[src/design/qwsm_pkg.sv]
// Shared constants, register indexes, item mode codes and the command/status
// structs that join the wheel speed meter controller and datapath.
// No dependencies.
`default_nettype none

package qwsm_pkg;

  // Item mode codes
  localparam int MODE_W = 3;
  localparam logic [MODE_W-1:0] MODE_EDGE      = 3'd0;
  localparam logic [MODE_W-1:0] MODE_TICK      = 3'd1;
  localparam logic [MODE_W-1:0] MODE_RST_LEFT  = 3'd2;
  localparam logic [MODE_W-1:0] MODE_RST_RIGHT = 3'd3;
  localparam logic [MODE_W-1:0] MODE_RST_BOTH  = 3'd4;

  // Configuration register indexes
  localparam int CFG_IDX_W  = 3;
  localparam int CFG_DATA_W = 32;
  localparam logic [CFG_IDX_W-1:0] REG_LEFT_REVERSE  = 3'd0;
  localparam logic [CFG_IDX_W-1:0] REG_RIGHT_REVERSE = 3'd1;
  localparam logic [CFG_IDX_W-1:0] REG_SPEED_PERIOD  = 3'd2;
  localparam logic [CFG_IDX_W-1:0] REG_COUNTS_PER_REV = 3'd3;
  localparam logic [CFG_IDX_W-1:0] REG_WHEEL_DIAMETER = 3'd4;

  // Field and datapath widths
  localparam int PERIOD_W = 8;
  localparam int CPR_W    = 32;
  localparam int DIAM_W   = 10;
  localparam int OUT_W    = 32;
  localparam int DEN_W    = CPR_W + PERIOD_W;
  localparam int NUM_W    = 64;
  localparam int QUO_W    = 32;
  localparam int CIRC_W   = 22;
  localparam int CIRCK_W  = 32;

  // Register reset values
  localparam logic [PERIOD_W-1:0] RESET_PERIOD = 8'd10;
  localparam logic [CPR_W-1:0]    RESET_CPR    = 32'd1000000;
  localparam logic [DIAM_W-1:0]   RESET_DIAM   = 10'd65;

  // Circumference: diameter * pi * 1e6 / 1000, the divide done by reciprocal
  localparam logic [31:0] PI_X1E6     = 32'd3141593;
  localparam logic [63:0] RECIP_1000  = 64'd2199023256;  // ceil(2^41 / 1000)
  localparam int          RECIP_SHIFT = 41;
  localparam logic [31:0] SCALE_1000  = 32'd1000;

  localparam logic [OUT_W-1:0] SPEED_MAX = 32'h7FFF_FFFF;
  localparam logic [OUT_W-1:0] SPEED_MIN = 32'h8000_0000;

  typedef struct packed {
    logic accept;       // apply the accepted item to the wheel state
    logic circ_mul;     // diameter * pi, denominator product
    logic circ_recip;   // divide by 1000
    logic circ_scale;   // times 1000
    logic wheel_mul;    // magnitude * scaled circumference
    logic num_add;      // add the rounding half
    logic div_start;    // saturation check and divider launch
    logic finish;       // write the wheel speed
    logic wheel_sel;    // 0 left, 1 right
    logic load_out;     // capture the result word
  } qwsm_cmd_t;

  typedef struct packed {
    logic update_hit;   // tick item that closes a speed period
    logic div_busy;
  } qwsm_stat_t;

endpackage

`default_nettype wire

[src/design/qwsm_ctrl.sv]
// Controller of the wheel speed meter: input handshake, speed update
// sequence and result word handshake. Depends on qwsm_pkg.
`default_nettype none

module qwsm_ctrl import qwsm_pkg::*; (
  input  logic       clk,
  input  logic       rst,
  input  logic       in_valid,
  output logic       in_ready,
  output logic       out_valid,
  input  logic       out_ready,
  input  qwsm_stat_t stat,
  output qwsm_cmd_t  cmd
);

  localparam logic [3:0] S_IDLE  = 4'd0;
  localparam logic [3:0] S_CIRC1 = 4'd1;
  localparam logic [3:0] S_CIRC2 = 4'd2;
  localparam logic [3:0] S_CIRC3 = 4'd3;
  localparam logic [3:0] S_MUL   = 4'd4;
  localparam logic [3:0] S_ADD   = 4'd5;
  localparam logic [3:0] S_LOAD  = 4'd6;
  localparam logic [3:0] S_DIV   = 4'd7;
  localparam logic [3:0] S_FIN   = 4'd8;
  localparam logic [3:0] S_EMIT  = 4'd9;

  logic [3:0] state;
  logic [3:0] state_next;
  logic       wheel;
  logic       wheel_next;
  logic       out_valid_next;

  assign in_ready = state == S_IDLE;

  always_comb begin
    state_next     = state;
    wheel_next     = wheel;
    out_valid_next = out_valid && !out_ready;
    cmd            = '0;
    cmd.wheel_sel  = wheel;
    case (state)
      S_IDLE: begin
        if (in_valid) begin
          cmd.accept = 1'b1;
          wheel_next = 1'b0;
          state_next = stat.update_hit ? S_CIRC1 : S_EMIT;
        end
      end
      S_CIRC1: begin
        cmd.circ_mul = 1'b1;
        state_next   = S_CIRC2;
      end
      S_CIRC2: begin
        cmd.circ_recip = 1'b1;
        state_next     = S_CIRC3;
      end
      S_CIRC3: begin
        cmd.circ_scale = 1'b1;
        state_next     = S_MUL;
      end
      S_MUL: begin
        cmd.wheel_mul = 1'b1;
        state_next    = S_ADD;
      end
      S_ADD: begin
        cmd.num_add = 1'b1;
        state_next  = S_LOAD;
      end
      S_LOAD: begin
        cmd.div_start = 1'b1;
        state_next    = S_DIV;
      end
      S_DIV: begin
        if (!stat.div_busy) begin
          state_next = S_FIN;
        end
      end
      S_FIN: begin
        cmd.finish = 1'b1;
        if (wheel) begin
          state_next = S_EMIT;
        end else begin
          wheel_next = 1'b1;
          state_next = S_MUL;
        end
      end
      S_EMIT: begin
        // Hold until the result register is free
        if (!out_valid || out_ready) begin
          cmd.load_out   = 1'b1;
          out_valid_next = 1'b1;
          state_next     = S_IDLE;
        end
      end
      default: begin
        state_next = S_IDLE;
      end
    endcase
  end

  always_ff @(posedge clk) begin
    if (rst) begin
      state     <= S_IDLE;
      wheel     <= 1'b0;
      out_valid <= 1'b0;
    end else begin
      state     <= state_next;
      wheel     <= wheel_next;
      out_valid <= out_valid_next;
    end
  end

endmodule

`default_nettype wire

[config.mk]
export PLATFORM = sky130hd
export DESIGN_NAME = qwsm_ctrl
export DESIGN_NICKNAME = d
export VERILOG_FILES = /design/src/design/qwsm_pkg.sv /design/src/design/qwsm_ctrl.sv
export SDC_FILE = /design/constraint.sdc
export NUM_CORES = 1
export LEC_CHECK = 0
export BUFFER_PORTS_ARGS = -buffer_cell sky130_fd_sc_hd__buf_2
export CAP_MARGIN = 20
export CORE_AREA = 2 2 39 41
export DETAILED_ROUTE_END_ITERATION = 10
export DIE_AREA = 0 0 41 43
export PLACE_DENSITY = 0.55
export SYNTH_ARGS = -nofsm -noshare
export SYNTH_HDL_FRONTEND = slang
export SYNTH_SLANG_ARGS = --single-unit
export TNS_END_PERCENT = 100
[constraint.sdc]
create_clock -name clk -period 1.8 [get_ports clk]
set_clock_uncertainty 0.15 [all_clocks]
set_input_delay 0.36 -clock clk [delete_from_list [all_inputs] [get_ports clk]]
set_output_delay 0.36 -clock clk [all_outputs]
set_load 0.05 [all_outputs]
==> results of run 1 <==
-- routing by layer --
metal	share of wire [%]	wire (um)
met1	42	487
met2	52	600
met3	6.0	70
met4	0.52	6
met5	0	0
-- worst max-delay path, stage by stage, from the launching register on --
cell and delay [ns]:
dfxtp_4 0.37, and2b_1 0.23, nand3b_1 0.14, nor2b_2 0.15, buf_6 0.16
-- registers in the layout (all words and copies together) (netlist names) --
| name | cells |
|---|---|
| wheel | 1 |
| state | 4 |
| out_valid | 1 |
-- metrics by stage --
step                      util, %  instances
after floorplan                 -         60
after global placement       42.3         93
after detailed placement     42.3         93
after CTS                    44.8         96
after global routing         47.4         97
final                        47.4         97
-- worst max-delay path by stage --
| stage | cells past startpoint | endpoint | slack [ns] |
|---|---|---|---|
| after floorplan | 3 | cmd[9] | -0.31 |
| after global placement | 3 | cmd[0] | 0.13 |
| after detailed placement | 3 | cmd[0] | 0.12 |
| after CTS | 4 | cmd[0] | 0.006 |
| after global routing | 4 | cmd[0] | -0.07 |
| final | 4 | cmd[0] | -0.008 |
-- power breakdown --
part	switching (uW)	leakage (uW)	internal (uW)
registers	58.2	0.0000515	163
logic	280	0.000230	181
clock network	51.8	0.0000138	75.7
total	390	0.000296	420
-- cells by family (layout without fill, tap and decap cells) --
group	count (synthesis)	in the layout	synth area share [%]
flip-flops	6	6	27.7
buffers and inverters	6	27	9.22
AO/OA/AOI/OAI	13	13	18.4
AND/OR/NAND/NOR	34	34	42.7
XOR/XNOR	1	1	2.02
-- layout make-up --
cell class | instances | share of cell area (%)
clock buffer | 3 | 3.44
sequential | 6 | 20.2
timing repair buffer | 24 | 25.0
multi-input combinational | 48 | 48.3
tap | 16 | 3.05
-- repair_timing --
item	in CTS	in global routing
endpoints found under the setup margin	10	8
setup buffers	0	1
hold buffers	0	0
pin swaps	0	1
gates resized for setup	7	10
-- cells in the mapped netlist (all sizes together) --
cell type,count,share of area [%]
a221oi,1,2.0
or2,1,1.4
buf,6,9.2
nor3,6,8.1
a31oi,1,1.4
and3,1,1.4
o22ai,1,1.4
a21oi,4,4.6
nand4b,1,2.0
nor2b,2,2.9
nand2,6,5.2
nand3b,1,1.7
dfxtp,6,28
o32ai,1,2.0
nor2,6,5.2
nand2b,6,8.6
o21ai,3,3.5
a211oi,1,1.7
and2,2,2.9
and2b,1,1.7
nor4,1,1.4
xor2,1,2.0
o21bai,1,1.7
==> summary.md, run 1 <==
| Metric | Value |
|---|---|
| Tightest Hold Check Type | in -> reg |
| Leak | 0.000296 uW |
| Post-Route WL | 1.16 mm |
| Final setup fails | 1 |
| Buffers added on ports | 17 |
| CTS Sinks | 6 |
| Violated checks | setup timing |
| CP startpoint kind | flop |
| Avg WL per Cell | 12.0 um |
| Most common cell after layout, fill and taps aside | buf_2 |
| Post-Syn Nets | 66 |
| Peak VDD IR | 0.462 mV |
| Clk root buf | clkbuf_4 |
| Boundary Pins | 18 |
| Clk buf depth | 2 |
| Gr busiest metal | met2 |
| Reg-to-reg setup timing slack | 0.24 ns |
| Hold path startpoint | rst |
| Number of diodes | 0 |
| Largest net degree at the start of global routing | 13 |
| Most frequent cells in the layout | buf_2 (11), buf_4 (8), nand2b_1 (6), nand2_1 (6), clkbuf_4 (6) |
| Worst Hold Depth | 2 |
| Post-Syn Instances | 60 |
| Area after DPL | 586 um^2 |
| Multi-input logic area | 317 um^2 |
| Required @ worst endpoint | 1.29 ns |
| Final hold viol count | 0 |
| Power per standard cell area | 1240 nW/um^2 |
| Synth unique cells | 25 |
| Vias | 495 |
| Wire length of the first global-routing pass | 1.70 mm |
| Worst r2r src | state[1] |
| Die Y | 43 um |
| DIE AREA | 1760 um^2 |
| Vias per inst | 5.10 |
| Worst Setup Path Type | reg -> out |
| Slew Limit Fails | 0 |
| Reg clk slew, reported paths | 0.05 ns |
| RSZ-0062 raised after global routing | true |
| Fin crit share | 100% |
| Initial Util | 31.4% |
| Reg2reg end | state[0] |
| Post-synthesis sequential area ratio | 27.7% |
| M2 GR Usage | 19.7% |
| Syn_area_per_cell | 7.24 um^2 |
| Worst EP arrival | 1.30 ns |
| Filler instances | 145 |
| Die width | 41 um |
| DRT Pass-1 Iters | 4 |
| Met3 Use GR | 3.66% |
| MaxCap Viol Count | 0 |
| Min Hold Slack | 0.222 ns |
| GRT Util Overall | 14.5% |
| Tot Pwr | 810 uW |
| Overflow left after global routing | 0 |
| R2R cell count | 5 |
| Register area | 133 um^2 |
| Setup WS post-layout | -0.00802 ns |
| H-tree Lvls | 1 |
| Peak Freq | 553 MHz |
| Slew HR | 81.4% |
| Detailed placement HPWL | 813 um |
| CP Capture Type | primary output |
| Hold EP | state[1] |
| Measured slew at the worst slew-check pin | 0.279 ns |
| CTS tree | built |
| Share of layout cells above drive strength 1 | 49.4% |
| #FFs+latches synth | 6 |
| Initial DRC Count | 5 |
| Clk_lat worst skew | 0.24 ns |
| Final net count | 89 |
| RD Place Congestion | 0.733 |
| Crit-path max FO | 8 |
| Vias in the first global route | 413 |
| DP Worst Slack | 0.120 ns |
| Synthesis Warnings | 0 |
| Syn-to-layout area delta | 51.0% |
| Total CTS buffers | 3 |
| Status | complete, but fails checks |
| Post-Syn Area | 434 um^2 |
| DRC | 0 |
| FP Rows | 14 |
| Initial antenna violation count | 0 |
| Core area | 1380 um^2 |
| Final Instance Area | 656 um^2 |
| Setup Total Neg Slack | -0.00802 ns |
| Worst setup path start | state[1] |
| Post-detailed-route count of antenna-violating nets | 0 |
| Tmin final | 1.81 ns |
| Met1 Resource Use GR | 18.4% |
Power figures use the tool's default switching activity.
==> inputs of run 2 (changes only) <==
--- a/config.mk
+++ b/config.mk
@@ -7,10 +7,11 @@
 export LEC_CHECK = 0
 export BUFFER_PORTS_ARGS = -buffer_cell sky130_fd_sc_hd__buf_2
 export CAP_MARGIN = 20
-export CORE_AREA = 2 2 39 41
+export CORE_AREA = 3 3 40 42
 export DETAILED_ROUTE_END_ITERATION = 10
-export DIE_AREA = 0 0 41 43
+export DIE_AREA = 0 0 43 45
 export PLACE_DENSITY = 0.55
+export SKIP_LAST_GASP = 1
 export SYNTH_ARGS = -nofsm -noshare
 export SYNTH_HDL_FRONTEND = slang
 export SYNTH_SLANG_ARGS = --single-unit
==> summary.md, run 2 (same netlist as run 1, synthesis figures left out) <==
| Metric | Value |
|---|---|
| Clk_lat worst skew | 0.24 ns |
| Sequential share of power | 28.5% |
| Number of diodes | 0 |
| MaxCap Viol Count | 0 |
| Final setup fails | 0 |
| Cts hold-fix bufs | 0 |
| Die width | 43 um |
| Core area | 1280 um^2 |
| CTS Sinks | 6 |
| Boundary Pins | 18 |
| GRT Util Overall | 12.1% |
| Post-detailed-route count of antenna-violating nets | 0 |
| Slew Limit Fails | 0 |
| CTS tree | built |
| Initial antenna violation count | 0 |
| P_int | 412 uW |
| Dpl cells | 91 |
| Share of layout cells above drive strength 1 | 48.8% |
| Syn-to-layout area delta | 49.0% |
| Worst EP arrival | 1.25 ns |
| Register area | 133 um^2 |
| Switching share of power | 48.2% |
| Wire length of the first global-routing pass | 1.77 mm |
| Tmin final | 1.76 ns |
| Final net count | 88 |
| Worst Setup Path Type | reg -> out |
| Buffers added on ports | 17 |
| Highest-delay cell along the critical path | dfxtp_2 |
| Largest register FFs | 4 |
| CP Capture Type | primary output |
| Vias in the first global route | 422 |
| Peak VDD IR | 0.561 mV |
| Clk network pwr share | 14.8% |
| Net load switching power | 383 uW |
| Final Instance Area | 647 um^2 |
| Final hold viol count | 0 |
| Clk buf depth | 2 |
| Overflow left after global routing | 0 |
| CP bufs+invs | 1 |
| Peak Freq | 568 MHz |
| Area after DPL | 577 um^2 |
| Crit-path max FO | 12 |
| Most common cell after layout, fill and taps aside | buf_2 |
| Status | complete, no violations |
| FP Rows | 13 |
| Clk root buf | clkbuf_4 |
| Crit-path cells | nand2b_1, nor3_2, buf_2 |
| RD Place Congestion | 0.794 |
| Power per standard cell area | 1230 nW/um^2 |
| Post-Route WL | 1.10 mm |
| Most flops, register | state |
| Reg clk slew, reported paths | 0.04 ns |
| DRT Pass-1 Iters | 4 |
| Most frequent cells in the layout | buf_2 (13), nand2b_1 (6), nand2_1 (6), buf_4 (6), nor2_1 (5) |
| Filler instances | 128 |
| DIE AREA | 1940 um^2 |
| H-tree Lvls | 1 |
| Measured slew at the worst slew-check pin | 0.274 ns |
| Detailed placement HPWL | 815 um |
| Multi-input logic area | 322 um^2 |
| Setup Total Neg Slack | 0 ns |
| Max incr delay on CP | 0.48 ns |
| Non-Filler Instances | 95 |
| RSZ-0062 raised after global routing | true |
| Die Y | 45 um |
| Required @ worst endpoint | 1.29 ns |
| Vias | 485 |
| Combinational power share | 56.7% |
| Vias per inst | 5.11 |
| Total CTS buffers | 3 |
| Slew HR | 81.8% |
| Initial DRC Count | 8 |
| Worst path top cell family by delay | flip-flops |
| Largest net degree at the start of global routing | 13 |
| Fin crit share | 97.7% |
| DRC | 0 |
| Initial Util | 33.8% |
| Largest registers | state (4), out_valid (1), wheel (1) |
| Tightest Hold Check Type | in -> reg |
| CP startpoint kind | flop |
| Leak | 0.000292 uW |
| Avg WL per Cell | 11.6 um |
==> run 2: cell types whose count changed in the layout (fill, tap and decap cells not counted), sizes merged <==
cell,before,now
clkbuf,6,4
buf,21,22
==> run 2: metal layers <==
layer  global-route usage (%)  share of wire [%]
met2                     20.1                 47
met3                     1.20                5.9
met4                     7.23                  0
met5                        0                  0
met1                     15.2                 47
==> run 2: area by class of cell <==
class / instances / area share, %
multi-input combinational: 48 / 49.7
timing repair buffer: 23 / 23.4
sequential: 6 / 20.5
clock buffer: 3 / 3.48
tap: 15 / 2.90
==> run 2: stage by stage <==
step / power [uW] / hold slack, ns / setup slack (ns) / utilization, %
4_1_cts: 776 / 0.212 / -0.0536 / 47.4
5_1_grt: 852 / 0.232 / -0.0281 / 50.3
3_5_place_dp: 638 / 0.354 / 0.106 / 44.9
2_1_floorplan: 555 / 0.279 / -0.314 / -
3_3_place_gp: 643 / 0.353 / 0.122 / 44.9
6_report: 795 / 0.219 / 0.0407 / 50.3
==> run 2: power groups by stage <==
| stage | clock network, uW | logic, uW | registers, uW |
|---|---|---|---|
| global placement | 0 | 428 | 215 |
| finish | 117 | 451 | 226 |
| floorplan | 0 | 371 | 185 |
| CTS | 127 | 432 | 217 |
| global route | 133 | 486 | 233 |
| detailed placement | 0 | 424 | 214 |
==> run 2: final timing paths <==
path	from	end	slack, ns	cells past startpoint
min	rst	state[0]	0.22	2
max	state[2]	cmd[5]	0.04	3
min reg2reg	out_valid	out_valid	0.36	2
max reg2reg	state[1]	state[0]	0.34	5
==> run 2: repair_timing <==
item                       in CTS  in global routing
setup endpoints to repair      10                  5
buffers inserted                0                  1
gates resized for setup         6                 10
pin swaps                       0                  0
==> inputs of run 3 (changes only) <==
--- a/config.mk
+++ b/config.mk
@@ -7,9 +7,9 @@
 export LEC_CHECK = 0
 export BUFFER_PORTS_ARGS = -buffer_cell sky130_fd_sc_hd__buf_2
 export CAP_MARGIN = 20
-export CORE_AREA = 3 3 40 42
+export CORE_AREA = 2 2 39 41
 export DETAILED_ROUTE_END_ITERATION = 10
-export DIE_AREA = 0 0 43 45
+export DIE_AREA = 0 0 41 43
 export PLACE_DENSITY = 0.55
 export SKIP_LAST_GASP = 1
 export SYNTH_ARGS = -nofsm -noshare
==> constraint.sdc (replaced) <==
create_clock -name clk -period 1.8 [get_ports clk]
set_clock_uncertainty 0.15 [all_clocks]
set_input_delay 0.27 -clock clk [delete_from_list [all_inputs] [get_ports clk]]
set_output_delay 0.27 -clock clk [all_outputs]
set_load 0.05 [all_outputs]
==> summary.md, run 3 (same netlist as run 1, synthesis figures left out) <==
| Metric | Value |
|---|---|
| Tightest Hold Check Type | in -> reg |
| Met1 Resource Use GR | 18.4% |
| Fin crit share | 95.5% |
| Clk_lat worst skew | 0.24 ns |
| Most frequent cells in the layout | buf_2 (15), nand2b_1 (6), nor2_1 (6), nand2_1 (6), buf_4 (5) |
| Clk buf depth | 2 |
| DIE AREA | 1760 um^2 |
| Vias | 458 |
| Core area | 1380 um^2 |
| Detailed placement HPWL | 759 um |
| Combinational power share | 54.2% |
| Reg clk slew, reported paths | 0.04 ns |
| Most common cell after layout, fill and taps aside | buf_2 |
| Non-Filler Instances | 93 |
| RSZ-0062 raised after global routing | false |
| CTS Sinks | 6 |
| Wire length of the first global-routing pass | 1.57 mm |
| DRT Pass-1 Iters | 2 |
| Largest registers | state (4), out_valid (1), wheel (1) |
| Slew HR | 83.5% |
| Boundary Pins | 18 |
| M2 GR Usage | 17.8% |
| Clk root buf | clkbuf_4 |
| Syn-to-layout area delta | 34.9% |
| Power per standard cell area | 1260 nW/um^2 |
| Peak Freq | 582 MHz |
| Overflow left after global routing | 0 |
| Crit-path max FO | 12 |
| Largest net degree at the start of global routing | 16 |
| Tmin final | 1.72 ns |
| Switching share of power | 49.1% |
| Vias in the first global route | 384 |
| Post-cts sizing count | 4 |
| Largest register FFs | 4 |
| Min Hold Slack | 0.124 ns |
| Status | complete, no violations |
| Dpl cells | 90 |
| Gr busiest metal | met1 |
| Post-Route WL | 999 um |
| Leak | 0.000266 uW |
| MaxCap Viol Count | 0 |
| R2R cell count | 5 |
| Slew Limit Fails | 0 |
| RD Place Congestion | 0.724 |
| Initial Util | 31.4% |
| Final hold viol count | 0 |
| Post-detailed-route count of antenna-violating nets | 0 |
| Clk network pwr share | 16.1% |
| Final net count | 85 |
| CP startpoint kind | flop |
| Worst EP arrival | 1.30 ns |
| Initial DRC Count | 3 |
| Share of layout cells above drive strength 1 | 40.3% |
| FP Rows | 14 |
| Initial antenna violation count | 0 |
| Total CTS buffers | 3 |
| Number of diodes | 0 |
| Peak VDD IR | 0.513 mV |
| CTS tree | built |
| Hold path startpoint | rst |
| Worst r2r src | state[3] |
| Final setup fails | 0 |
| Measured slew at the worst slew-check pin | 0.247 ns |
| Vias per inst | 4.92 |
| Buffers added on ports | 17 |
| Required @ worst endpoint | 1.38 ns |
| H-tree Lvls | 1 |
| Cts hold-fix bufs | 0 |
| Die Y | 43 um |
| DRC | 0 |
| Avg WL per Cell | 10.7 um |
| GRT Util Overall | 12.7% |
| Net load switching power | 363 uW |
| Met3 Use GR | 1.57% |
| Most flops, register | state |
| P_int | 376 uW |
| Worst Hold Depth | 2 |
| Worst Setup Path Type | reg -> out |
| Post-CTS setup buffer count | 0 |
| Filler instances | 155 |
| Worst setup path start | state[2] |
| CP Capture Type | primary output |
| Die width | 41 um |
| Sequential share of power | 29.7% |
[run 3: final cells by class]
cell class / instances / area, um^2 / share of cell area [%]
repair buffers: 20 / 113 / 19.2
multi-input cells: 48 / 304 / 51.9
clock buffers: 3 / 22.5 / 3.85
well taps: 16 / 20.0 / 3.42
flip-flops and latches: 6 / 126 / 21.6
[run 3: power groups by stage]
| stage | combinational (uW) | sequential (uW) | clock, uW |
|---|---|---|---|
| final | 401 | 220 | 119 |
| after global routing | 437 | 228 | 136 |
| after CTS | 401 | 218 | 129 |
| after detailed placement | 397 | 217 | 0 |
| after global placement | 399 | 217 | 0 |
| after floorplan | 363 | 185 | 0 |
[run 3: critical path, cell delays in order (launching register included)]
cell and delay [ns]:
dfxtp_2 0.38, nor3_2 0.24, and2_1 0.17, buf_2 0.26
[run 3: per-layer routing]
metal / part of all wire, % / vias to the layer above / routed length (um)
met5: 0 / - / 0
met4: 0 / 0 / 0
met1: 49 / 199 / 490
met2: 44 / 16 / 440
met3: 6.8 / 0 / 68
li1: - / 243 / -
[run 3: metrics by stage]
stage | setup TNS, ns | instance area (um^2) | util [%] | worst slack, ns | power [uW]
detailed placement | 0 | 552 | 39.9 | 0.168 | 614
CTS | 0 | 581 | 42.0 | 0.0522 | 747
global route | 0 | 586 | 42.3 | 0.00403 | 801
global placement | 0 | 552 | 39.9 | 0.182 | 616
finish | 0 | 586 | 42.3 | 0.0816 | 740
floorplan | -0.563 | 464 | - | -0.306 | 548
[run 3: worst paths after layout]
path | endpoint | slack (ns)
min | state[1] | 0.12
max reg2reg | state[0] | 0.43
min reg2reg | out_valid | 0.36
max | cmd[2] | 0.08
